===== src/hw/rtl/adpcm_pkg.sv =====
package adpcm_pkg;

	localparam int DEFAULT_GROUP_SIZE = 8;
	localparam int FRAC_SHIFT = 11;
	localparam int COEF_W = 16;
	localparam int SAMPLE_W = 16;
	localparam int ACC_W = 32;
	localparam int NUM_COEF = 8;
	localparam int CFG_DATA_W = 64;
	localparam int CFG_ADDR_W = 5;

	// register indexes on the configuration port (byte address 8*i)
	typedef enum logic [1:0] {
		REG_FIRST_LOW   = 2'd0,
		REG_FIRST_HIGH  = 2'd1,
		REG_SECOND_LOW  = 2'd2,
		REG_SECOND_HIGH = 2'd3
	} reg_idx_t;

	typedef struct packed {
		logic signed [SAMPLE_W-1:0] residual;
		logic                       start_group;
		logic signed [SAMPLE_W-1:0] history_first;
		logic signed [SAMPLE_W-1:0] history_second;
	} in_t;

	typedef struct packed {
		logic signed [SAMPLE_W-1:0] decoded_sample;
		logic                       overrun;
	} out_t;

	typedef struct packed {
		logic [CFG_DATA_W-1:0] first_low;
		logic [CFG_DATA_W-1:0] first_high;
		logic [CFG_DATA_W-1:0] second_low;
		logic [CFG_DATA_W-1:0] second_high;
	} book_t;

	// controller to datapath
	typedef struct packed {
		logic accept;
		logic issue;
		logic commit;
	} cmd_t;

	// datapath to controller
	typedef struct packed {
		logic full;
		logic last;
	} stat_t;

	// pick coefficient k out of a low/high register pair
	function automatic logic signed [COEF_W-1:0] coef_sel(
		input logic [CFG_DATA_W-1:0] lo,
		input logic [CFG_DATA_W-1:0] hi,
		input logic [2:0]            k
	);
		logic [CFG_DATA_W-1:0] r;
		r = k[2] ? hi : lo;
		return r[k[1:0]*COEF_W +: COEF_W];
	endfunction

endpackage


===== src/hw/rtl/adpcm_cfg_regs.sv =====
module adpcm_cfg_regs (
	input  logic                                 clk,
	input  logic                                 arst_n,
	input  logic                                 psel,
	input  logic                                 penable,
	input  logic                                 pwrite,
	input  logic [adpcm_pkg::CFG_ADDR_W-1:0]     paddr,
	input  logic [adpcm_pkg::CFG_DATA_W-1:0]     pwdata,
	output logic [adpcm_pkg::CFG_DATA_W-1:0]     prdata,
	output logic                                 pready,
	output adpcm_pkg::book_t                     books
);
	import adpcm_pkg::*;

	book_t    books_q;
	reg_idx_t idx;
	logic     wr_en;

	assign idx    = reg_idx_t'(paddr[CFG_ADDR_W-1:3]);
	assign wr_en  = psel && penable && pwrite;
	assign pready = 1'b1;
	assign books  = books_q;

	// register writes on the access phase
	always_ff @(posedge clk or negedge arst_n) begin
		if (!arst_n) begin
			books_q <= '0;
		end else if (wr_en) begin
			case (idx)
				REG_FIRST_LOW:   books_q.first_low   <= pwdata;
				REG_FIRST_HIGH:  books_q.first_high  <= pwdata;
				REG_SECOND_LOW:  books_q.second_low  <= pwdata;
				REG_SECOND_HIGH: books_q.second_high <= pwdata;
				default:         books_q <= books_q;
			endcase
		end
	end

	// read back
	always_comb begin
		case (idx)
			REG_FIRST_LOW:   prdata = books_q.first_low;
			REG_FIRST_HIGH:  prdata = books_q.first_high;
			REG_SECOND_LOW:  prdata = books_q.second_low;
			REG_SECOND_HIGH: prdata = books_q.second_high;
			default:         prdata = '0;
		endcase
	end

endmodule


===== src/hw/rtl/adpcm_ctrl.sv =====
module adpcm_ctrl (
	input  logic             clk,
	input  logic             arst_n,
	input  logic             in_valid,
	output logic             in_stall,
	output logic             out_valid,
	input  logic             out_stall,
	input  adpcm_pkg::stat_t stat,
	output adpcm_pkg::cmd_t  cmd
);
	import adpcm_pkg::*;

	typedef enum logic [1:0] {
		ST_IDLE,
		ST_RUN,
		ST_DRAIN,
		ST_WAIT
	} state_t;

	state_t state_q;
	logic   out_valid_q;
	logic   out_free;

	assign out_free   = !out_valid_q || !out_stall;
	assign in_stall   = (state_q != ST_IDLE);
	assign out_valid  = out_valid_q;

	// commands decoded from state
	always_comb begin
		cmd.accept = (state_q == ST_IDLE) && in_valid;
		cmd.issue  = (state_q == ST_RUN);
		cmd.commit = (state_q == ST_WAIT) && out_free;
	end

	always_ff @(posedge clk or negedge arst_n) begin
		if (!arst_n) begin
			state_q     <= ST_IDLE;
			out_valid_q <= 1'b0;
		end else begin
			// output register: taken transaction frees it
			if (cmd.commit) begin
				out_valid_q <= 1'b1;
			end else if (out_valid_q && !out_stall) begin
				out_valid_q <= 1'b0;
			end

			case (state_q)
				ST_IDLE: begin
					if (in_valid) begin
						state_q <= stat.full ? ST_WAIT : ST_RUN;
					end
				end
				ST_RUN: begin
					if (stat.last) begin
						state_q <= ST_DRAIN;
					end
				end
				ST_DRAIN: begin
					state_q <= ST_WAIT;
				end
				ST_WAIT: begin
					if (out_free) begin
						state_q <= ST_IDLE;
					end
				end
				default: state_q <= ST_IDLE;
			endcase
		end
	end

endmodule


===== src/hw/rtl/adpcm_datapath.sv =====
module adpcm_datapath #(
	parameter int GROUP_SIZE = adpcm_pkg::DEFAULT_GROUP_SIZE
) (
	input  logic              clk,
	input  logic              arst_n,
	input  adpcm_pkg::in_t    in_data,
	input  adpcm_pkg::book_t  books,
	input  adpcm_pkg::cmd_t   cmd,
	output adpcm_pkg::stat_t  stat,
	output adpcm_pkg::out_t   out_data
);
	import adpcm_pkg::*;

	localparam int IDX_W  = (GROUP_SIZE > 1) ? $clog2(GROUP_SIZE) : 1;
	localparam int POS_W  = $clog2(GROUP_SIZE + 1);
	localparam int STEP_W = $clog2(GROUP_SIZE + 2);
	localparam int SHR_W  = ACC_W - FRAC_SHIFT;

	logic [POS_W-1:0]           pos_q;
	logic signed [SAMPLE_W-1:0] hist_first_q;
	logic signed [SAMPLE_W-1:0] hist_second_q;
	logic signed [SAMPLE_W-1:0] store_q [GROUP_SIZE];
	logic signed [SAMPLE_W-1:0] res_q;
	logic                       ovr_q;
	logic [STEP_W-1:0]          step_q;
	logic signed [ACC_W-1:0]    acc_q;
	logic signed [ACC_W-1:0]    prod_s1;
	logic                       prod_vld_s1;
	out_t                       out_q;

	logic [STEP_W-1:0]          j;
	logic [2:0]                 pos3;
	logic [2:0]                 cidx;
	logic signed [COEF_W-1:0]   op_a;
	logic signed [SAMPLE_W-1:0] op_b;
	logic signed [SHR_W-1:0]    shr;
	logic signed [SAMPLE_W-1:0] sat;

	// status back to the controller
	assign stat.full = !in_data.start_group && (pos_q >= POS_W'(GROUP_SIZE));
	assign stat.last = (step_q == STEP_W'(pos_q) + STEP_W'(1));
	assign out_data  = out_q;

	// operand select: first history, second history, then earlier residuals
	always_comb begin
		j    = step_q - STEP_W'(2);
		pos3 = 3'(pos_q);
		cidx = pos3 - 3'd1 - 3'(j);
		if (step_q == STEP_W'(0)) begin
			op_a = coef_sel(books.first_low, books.first_high, pos3);
			op_b = hist_first_q;
		end else if (step_q == STEP_W'(1)) begin
			op_a = coef_sel(books.second_low, books.second_high, pos3);
			op_b = hist_second_q;
		end else begin
			op_a = coef_sel(books.second_low, books.second_high, cidx);
			op_b = store_q[j[IDX_W-1:0]];
		end
	end

	// scale down and clamp to 16 bits
	always_comb begin
		shr = acc_q[ACC_W-1:FRAC_SHIFT];
		if (shr > SHR_W'(32767)) begin
			sat = 16'sh7fff;
		end else if (shr < -SHR_W'(32768)) begin
			sat = -16'sh8000;
		end else begin
			sat = shr[SAMPLE_W-1:0];
		end
	end

	// group state
	always_ff @(posedge clk or negedge arst_n) begin
		if (!arst_n) begin
			pos_q         <= '0;
			hist_first_q  <= '0;
			hist_second_q <= '0;
			prod_vld_s1   <= 1'b0;
		end else begin
			prod_vld_s1 <= cmd.issue;
			if (cmd.accept && in_data.start_group) begin
				pos_q         <= '0;
				hist_first_q  <= in_data.history_first;
				hist_second_q <= in_data.history_second;
			end else if (cmd.commit && !ovr_q) begin
				pos_q <= pos_q + POS_W'(1);
			end
		end
	end

	// multiply-accumulate and result payload
	always_ff @(posedge clk) begin
		if (cmd.issue) begin
			prod_s1 <= op_a * op_b;
		end
		if (cmd.accept) begin
			res_q  <= in_data.residual;
			ovr_q  <= stat.full;
			step_q <= '0;
			acc_q  <= ACC_W'(in_data.residual) <<< FRAC_SHIFT;
		end else begin
			if (cmd.issue) begin
				step_q <= step_q + STEP_W'(1);
			end
			if (prod_vld_s1) begin
				acc_q <= acc_q + prod_s1;
			end
		end
		if (cmd.commit) begin
			if (ovr_q) begin
				out_q.decoded_sample <= '0;
				out_q.overrun        <= 1'b1;
			end else begin
				out_q.decoded_sample           <= sat;
				out_q.overrun                  <= 1'b0;
				store_q[pos_q[IDX_W-1:0]]      <= res_q;
			end
		end
	end

endmodule


===== src/hw/rtl/adpcm_order2_predictor_core.sv =====
// Order-two codebook predictor for groups of up to GROUP_SIZE residuals.
// Input channel (in_valid / in_stall / in_data) carries one residual per
// transaction; start_group begins a group and latches both history samples.
// Output channel (out_valid / out_stall / out_data) returns one decoded
// sample per input transaction, or an overrun flag with sample 0 when the
// group is already full.
// One shared 16x16 multiplier runs position+2 products per item, one a
// cycle in state RUN; the last product is added to the accumulator in
// DRAIN, and the result is loaded into the output register from WAIT (an
// overrun item goes straight to WAIT). One item is in work at a time:
// in_stall is high from the accepting edge until the result is loaded, so
// the next item cannot be accepted before then.
// If the receiver stalls, the result stays in the output register; the next
// input can be accepted and computed, and waits only for that register.
// Reset clears all coefficients, the group position and the histories.
// Coefficients are written through the APB port at byte address 8*i and
// must only change between transactions.
module adpcm_order2_predictor_core #(
	parameter int GROUP_SIZE = adpcm_pkg::DEFAULT_GROUP_SIZE
) (
	input  logic                             clk,
	input  logic                             arst_n,
	input  logic                             in_valid,
	output logic                             in_stall,
	input  adpcm_pkg::in_t                   in_data,
	output logic                             out_valid,
	input  logic                             out_stall,
	output adpcm_pkg::out_t                  out_data,
	input  logic                             psel,
	input  logic                             penable,
	input  logic                             pwrite,
	input  logic [adpcm_pkg::CFG_ADDR_W-1:0] paddr,
	input  logic [adpcm_pkg::CFG_DATA_W-1:0] pwdata,
	output logic [adpcm_pkg::CFG_DATA_W-1:0] prdata,
	output logic                             pready
);
	import adpcm_pkg::*;

	book_t books;
	cmd_t  cmd;
	stat_t stat;

	adpcm_cfg_regs u_cfg (
		.clk     (clk),
		.arst_n  (arst_n),
		.psel    (psel),
		.penable (penable),
		.pwrite  (pwrite),
		.paddr   (paddr),
		.pwdata  (pwdata),
		.prdata  (prdata),
		.pready  (pready),
		.books   (books)
	);

	adpcm_ctrl u_ctrl (
		.clk       (clk),
		.arst_n    (arst_n),
		.in_valid  (in_valid),
		.in_stall  (in_stall),
		.out_valid (out_valid),
		.out_stall (out_stall),
		.stat      (stat),
		.cmd       (cmd)
	);

	adpcm_datapath #(
		.GROUP_SIZE (GROUP_SIZE)
	) u_dp (
		.clk      (clk),
		.arst_n   (arst_n),
		.in_data  (in_data),
		.books    (books),
		.cmd      (cmd),
		.stat     (stat),
		.out_data (out_data)
	);

endmodule


===== config.mk =====
export PLATFORM = sky130hd
export DESIGN_NAME = adpcm_order2_predictor_core
export DESIGN_NICKNAME = d
export VERILOG_FILES = /design/src/hw/rtl/adpcm_pkg.sv /design/src/hw/rtl/adpcm_cfg_regs.sv /design/src/hw/rtl/adpcm_ctrl.sv /design/src/hw/rtl/adpcm_datapath.sv /design/src/hw/rtl/adpcm_order2_predictor_core.sv
export SDC_FILE = /design/constraint.sdc
export NUM_CORES = 2
export LEC_CHECK = 0
export BUFFER_PORTS_ARGS = -buffer_cell sky130_fd_sc_hd__buf_4
export CORE_MARGIN = 5
export CORE_UTILIZATION = 40
export DETAILED_ROUTE_END_ITERATION = 7
export PLACE_DENSITY = 0.59
export SYNTH_ARGS = -nofsm -noshare
export SYNTH_HDL_FRONTEND = slang
export SYNTH_SLANG_ARGS = --single-unit

===== constraint.sdc =====
create_clock -name clk -period 9.1 [get_ports clk]
set_clock_uncertainty 0.15 [all_clocks]
set_input_delay 0 -clock clk [delete_from_list [all_inputs] [get_ports clk]]
set_output_delay 0 -clock clk [all_outputs]
set_load 0.02 [all_outputs]

* After elaboration in Yosys (flattened, before gate mapping)
Memories as Yosys holds them, arrays and structs flattened.
Cells that the tools add are included.
W data, S select, Z words.
** Storage, ports and cells
- Flip-flop bits (word level) :: 398
- Bits in latches :: 0
- RAM bits :: 128
- ROM bits :: 0
- Input port bits :: 125
- Output and inout bits :: 84
- Logic and storage cells :: 95
- Memories kept :: 1
** Memories
- u_dp.store_q :: words 8, bits a word 16, read ports 1, clocked after Yosys merged registers in 0, write ports 1, line adpcm_datapath.sv:22 : logic signed [SAMPLE_W-1:0] store_q [GROUP_SIZE];
** Operators by class
- Add/sub/neg operators :: 6
- Multiply operators :: 1
- Divide/modulo/power cells :: 0
- Order comparisons :: 3
- Equal/unequal tests :: 11
- Shift operators :: 3
- Mux-type cells :: 25
- Bitwise operators :: 0
- Reductions and logical operators :: 26
** Operator list (count)
- $pmux W64 S4 :: 1
- $mux W64 :: 3
- $shiftx A64 B7 Y16 :: 3
- $mux W16 :: 5
- $mux W32 :: 2
- $add A32 B32 Y32 :: 1
- $mul A16 B16 Y32 :: 1
- $gt A21 B16 Y1 const B :: 1
- $lt A21 B16 Y1 const B :: 1
- $mux W15 :: 1
- $add A4 B1 Y4 const B :: 2
- $eq A2 B2 Y1 const B :: 4
- $logic_and A1 B1 Y1 :: 8
- $mux W2 :: 4
- $mux W4 :: 2
- $pmux W2 S4 :: 1
- $reduce_and A2 Y1 :: 4
- $reduce_bool A2 Y1 :: 4
- $mux W1 :: 6
- $eq A2 B1 Y1 const B :: 2
- $eq A4 B1 Y1 const B :: 1
- $eq A4 B4 Y1 :: 1
- $ge A4 B4 Y1 const B :: 1
- $logic_not A1 Y1 :: 4
- other kinds (10) :: 12

* Depth between registers and ports, before layout
- Word-level depth :: 7
- Mapped depth :: 37
- Mapped depth without buffers :: 32

* By module
From an unflattened synthesis, not the netlist that was laid out.
** Second synthesis, totals
- Cells, all modules :: 2803
- Area total of the unflattened synthesis :: 36135.9 µm²
** Modules (own cells, without submodules)
- adpcm_datapath :: instances 1, cells an instance 2156, area each 24607.4 µm², sequential area each 7682.4 µm²
- adpcm_cfg_regs :: instances 1, cells an instance 626, area each 11299.6 µm², sequential area each 6406.1 µm²
- adpcm_ctrl :: instances 1, cells an instance 21, area each 229.0 µm², sequential area each 75.1 µm²

* Worst setup path after synthesis
Ideal clock, no wire load.
- Kind :: register to register
- From :: register u_dp.step_q[0]
- To :: register u_dp.prod_s1[31], data pin
- Library setup time :: 0.260 ns
- Arrival time :: 8.464 ns
- Data required time :: 8.690 ns
- Slack :: 0.226 ns
- Cell stages (with the launch flop) :: 35
- Buffers on the path :: 5
- Clock period less this slack :: 8.874 ns
- Cell sequence :: dfxtp_1 > buf_2 > buf_2 > buf_4 > inv_1 > ha_1 > fa_1 > xor2_4 > xnor2_4 > buf_6 > mux4_2 > mux2i_1 > a21oi_1 > nor2_2 > a31oi_4 > buf_6 > and2_1 > fa_1 > inv_1 > fa_1 > inv_1 > fa_1 > fa_1 > fa_1 > inv_1 > fa_1 > inv_1 > ha_1 > nand3_1 > or4_1 > o211ai_1 > a41oi_1 > nor2_1 > o221ai_1 > xnor2_1
** On the way
- Cells in the longest elaborated chain, start to end :: 7
- Elaborated cells on any way between the ends :: 12
- Classes of those cells :: 2 x add/sub; 1 x mul; 1 x eq/ne; 1 x shift; 5 x mux; 1 x reduce/logical; 1 x memory
** RTL lines
- from (decl) :: line adpcm_datapath.sv:25 : logic [STEP_W-1:0] step_q;
- from (signal assigned) :: line adpcm_datapath.sv:104 : step_q <= step_q + STEP_W'(1);
- $sub A3 B2 Y3 :: line adpcm_datapath.sv:46 : j = step_q - STEP_W'(2);
- $sub A3 B3 Y3 :: line adpcm_datapath.sv:48 : cidx = pos3 - 3'd1 - 3'(j);
- $mux W64 :: line adpcm_pkg.sv:59 : r = k[2] ? hi : lo;
- $shiftx A64 B7 Y16 :: line adpcm_pkg.sv:60 : return r[k[1:0]*COEF_W +: COEF_W];
- $mux W16 :: line adpcm_datapath.sv:52 : end else if (step_q == STEP_W'(1)) begin
- $mux W16 :: line adpcm_datapath.sv:49 : if (step_q == STEP_W'(0)) begin
- $mul A16 B16 Y32 * :: line adpcm_datapath.sv:95 : prod_s1 <= op_a * op_b;
- to (signal assigned) :: line adpcm_datapath.sv:95
- to (decl) :: line adpcm_datapath.sv:27 : logic signed [ACC_W-1:0] prod_s1;
Mark *: on every way between the ends. The rest lies on a longest branch, timed or not.
A chain may end at the register's enable or synchronous reset.

* Worst setup path after layout
- From :: register u_dp.pos_q[0]
- To :: register u_dp.prod_s1[29], data pin
** On the way
- Cells in the longest elaborated chain, start to end :: 7
- Elaborated cells on any way between the ends :: 9
- Classes of those cells :: 2 x add/sub; 1 x mul; 3 x shift; 3 x mux
** RTL lines
- from (decl) :: line adpcm_datapath.sv:19 : logic [POS_W-1:0] pos_q;
- from (signal assigned) :: line adpcm_datapath.sv:87 : pos_q <= pos_q + POS_W'(1);
- $sub A3 B1 Y3 :: line adpcm_datapath.sv:48
- $sub A3 B3 Y3 :: line adpcm_datapath.sv:48
- $mux W64 :: line adpcm_pkg.sv:59
- $shiftx A64 B7 Y16 :: line adpcm_pkg.sv:60
- $mux W16 :: line adpcm_datapath.sv:52
- $mux W16 * :: line adpcm_datapath.sv:49
- $mul A16 B16 Y32 * :: line adpcm_datapath.sv:95
Marked as above.

==> flow_metrics.tcl <==
set metrics [dict create \
    cts.sinks 526 \
    cp_common_cell "fa_1" \
    first_pass_iters 5 \
    vias_per_cell 5.441 \
    die_area_sq_um 96580 \
    post_drt_wl_per_cell_microns 22.96 \
    syn_nets 3371 \
    synth_flop_cell "dfrtp_1" \
    multi_input_area_sq_um 20250 \
    dpl.cell_count 4170 \
    slew_headroom_pct 17.97 \
    first_iter_violations 1562 \
    worstMarginPinSlew_ns 1.230 \
    hold_path_class "primary input to register" \
    synth_seq_cells 526 \
    hold_viol 0 \
    grt_pass1_vias 26680 \
    dp_slack_ns 0.04277 \
    nFillCells 7980 \
    worstSetupPathType "register to register" \
    die_w_microns 310.8 \
    grt-ovfl-total 0 \
    period_needed_ns 8.794 \
    drc 0 \
    setup_viol 0 \
    cts_tree "built" \
    gp_congestion 0.9280 \
    synth-edff-count 215 \
    nets 3764 \
    status "complete, no violations" \
    synthArstFlopShare_pct 56.27 \
    critPathMaxStageDelay_ns 0.57 \
    synthToLayoutAreaGrowth_pct 19.66 \
    antenna_found_initial 5 \
    cts_max_path_buffers 3 \
    crit_path_top_delay_cell "mux4_2" \
    critPathLaunchType "register" \
    numCtsBuffers 56 \
    final_cell_mix "330 x inv_1, 294 x dfrtp_1, 288 x mux2_2, 281 x buf_4, 262 x fa_1" \
    maxCapViolCount 0 \
    track_usage_pct 21.16 \
    cts.clk_slew.worst_paths_ns 0.07 \
    clk-insertion-delay-late_ns 0.65 \
    routed_wl_microns 102800 \
    numPortBuffers 204 \
    grt_start_max_net_pins 89 \
    seqCellArea_sq_um 14170 \
    via_count 24360 \
    end_kind "register" \
    synth_cell_types 77 \
    synth_area_sq_um 36190 \
    row_count 110 \
    report.final.slew_viol_count 0 \
    initial_core_util_pct 40.26 \
    netlist_instances 2857 \
    final_common_cell "inv_1" \
    period_share_pct 96.64 \
    post-route-util_pct 48.18 \
    fin_cells 4477 \
    hpwlAfterDp_microns 74570 \
    ant_nets 0 \
    fin_ws_ns 0.3059 \
    path_max_fanout 11 \
    avgSynthCellArea_sq_um 12.67 \
    fin_setup_tns_ns 0 \
    grt_pass1_wl_microns 160500 \
    die_height_microns 310.8 \
    pin_count 209 \
    worstPathArrival_ns 9.01 \
    core-area_sq_um 89870 \
    h-tree-depth 2 \
    seq_area_frac_synth_pct 39.14 \
    yosys_warnings 0 \
    fmax_ghz 0.1137 \
    drive_gt1_share_pct 28.19 \
    cts_root_buf "clkbuf_16" \
    critPathRequiredTime_ns 9.32 \
]
[worst max-delay path, delay by kind of cell (launching register included)]
| family | cells | cell delay, ns |
|---|---|---|
| xor gates and xnor gates | 2 | 0.41 |
| DFF | 1 | 0.48 |
| muxes | 3 | 0.97 |
| adders and majority gates | 9 | 3.90 |
| and+or+nand+nor | 5 | 1.19 |
| AOI/OAI and AO/OA | 5 | 0.76 |
| buffers and inverters | 7 | 0.67 |
[cells in the mapped netlist, drive strengths merged, types with 14 or more instances]
cell type  count  share of area (%)
nor2         144                1.5
ha           125                4.3
dfrtp        296                 20
inv          332                3.4
edfxtp       215                 18
fa           264                 15
a21oi         99                1.4
and2          85                1.5
xor2          14               0.39
nand2        249                2.6
xnor2         52                1.3
o21ai         63               0.88
dfxtp         15               0.83
a211oi        27               0.56
nor3          18               0.26
mux4         192                 12
a21o          25               0.52
buf           66                1.2
mux2i         26               0.72
mux2         288                9.0
clkbuf        77               0.80
o21a          25               0.54
nand3         34               0.47
[cell families after synthesis]
| group | count (synthesis) | share of synthesized area [%] |
|---|---|---|
| flip-flops | 526 | 39.14 |
| XOR/XNOR | 66 | 1.701 |
| AO/OA/AOI/OAI | 318 | 6.023 |
| AND/OR/NAND/NOR | 572 | 7.092 |
| other | 1 | 0.01036 |
| buffers and inverters | 479 | 5.446 |
| adder cells (fa/ha/maj) | 389 | 18.93 |
| multiplexers | 506 | 21.66 |
[metal layers]
layer | wire length, microns | global-route usage (%)
met1 | 42420 | 27.46
met2 | 50790 | 36.42
met3 | 5899 | 3.623
met4 | 3689 | 6.860
met5 | 13 | 0
[through the flow]
| step | hold WS [ns] | cell area, sq um |
|---|---|---|
| 2_1_floorplan | -0.4456 | 36190 |
| 3_3_place_gp | -0.1457 | 39190 |
| 3_5_place_dp | -0.1344 | 39190 |
| 4_1_cts | 0.0001456 | 43010 |
| 5_1_grt | 0.01526 | 43290 |
| 6_report | 0.02299 | 43300 |
[worst paths after layout]
| check | startpoint | end | slack, ns | cells past startpoint |
|---|---|---|---|---|
| max | u_dp.pos_q[0]$_DFFE_PN0P_ | u_dp.prod_s1[29]$_DFFE_PP_ | 0.31 | 31 |
| min | pwdata[5] | u_cfg.books[69]$_DFFE_PN0P_ | 0.02 | 3 |
| max reg2reg | u_dp.pos_q[0]$_DFFE_PN0P_ | u_dp.prod_s1[29]$_DFFE_PP_ | 0.31 | 31 |
| min reg2reg | u_dp.acc_q[8]$_SDFFE_PP0P_ | u_dp.acc_q[8]$_SDFFE_PP0P_ | 0.33 | 2 |
| max in group asynchronous | arst_n | u_cfg.books[11]$_DFFE_PN0P_ | 6.50 | 5 |
| min in group asynchronous | arst_n | u_cfg.books[189]$_DFFE_PN0P_ | 0.38 | 4 |
[cell type report]
class / instances / area share [%]
timing repair buffer: 478 / 9.671
sequential: 526 / 32.73
inverter: 336 / 2.913
multi-input combinational: 1852 / 46.77
clock buffer: 77 / 3.727
clock inverter: 27 / 0.7686
antenna: 5 / 0.02889
tap: 1176 / 3.398
[registers in the layout, summed over array words and instances, names as in the netlist]
name,cells
u_cfg.books,256
u_ctrl.out_valid,1
u_ctrl.state_q,2
u_dp.acc_q,32
u_dp.hist_first_q,16
u_dp.hist_second_q,16
u_dp.out_data,17
u_dp.ovr_q,1
u_dp.pos_q,4
u_dp.prod_s1,32
u_dp.prod_vld_s1,1
u_dp.res_q,16
u_dp.step_q,4
u_dp.store_q,128
[repair_timing]
| action | CTS | global route |
|---|---|---|
| endpoints found under the setup margin | 0 | 5 |
| setup buffers | 0 | 12 |
| endpoints found under the hold margin | 472 | 0 |
| hold buffers | 185 | 0 |
| resized for setup | 0 | 30 |
Power is not shown: default switching activity piles up to over one toggle a cycle in this logic, so the estimate is an artifact.
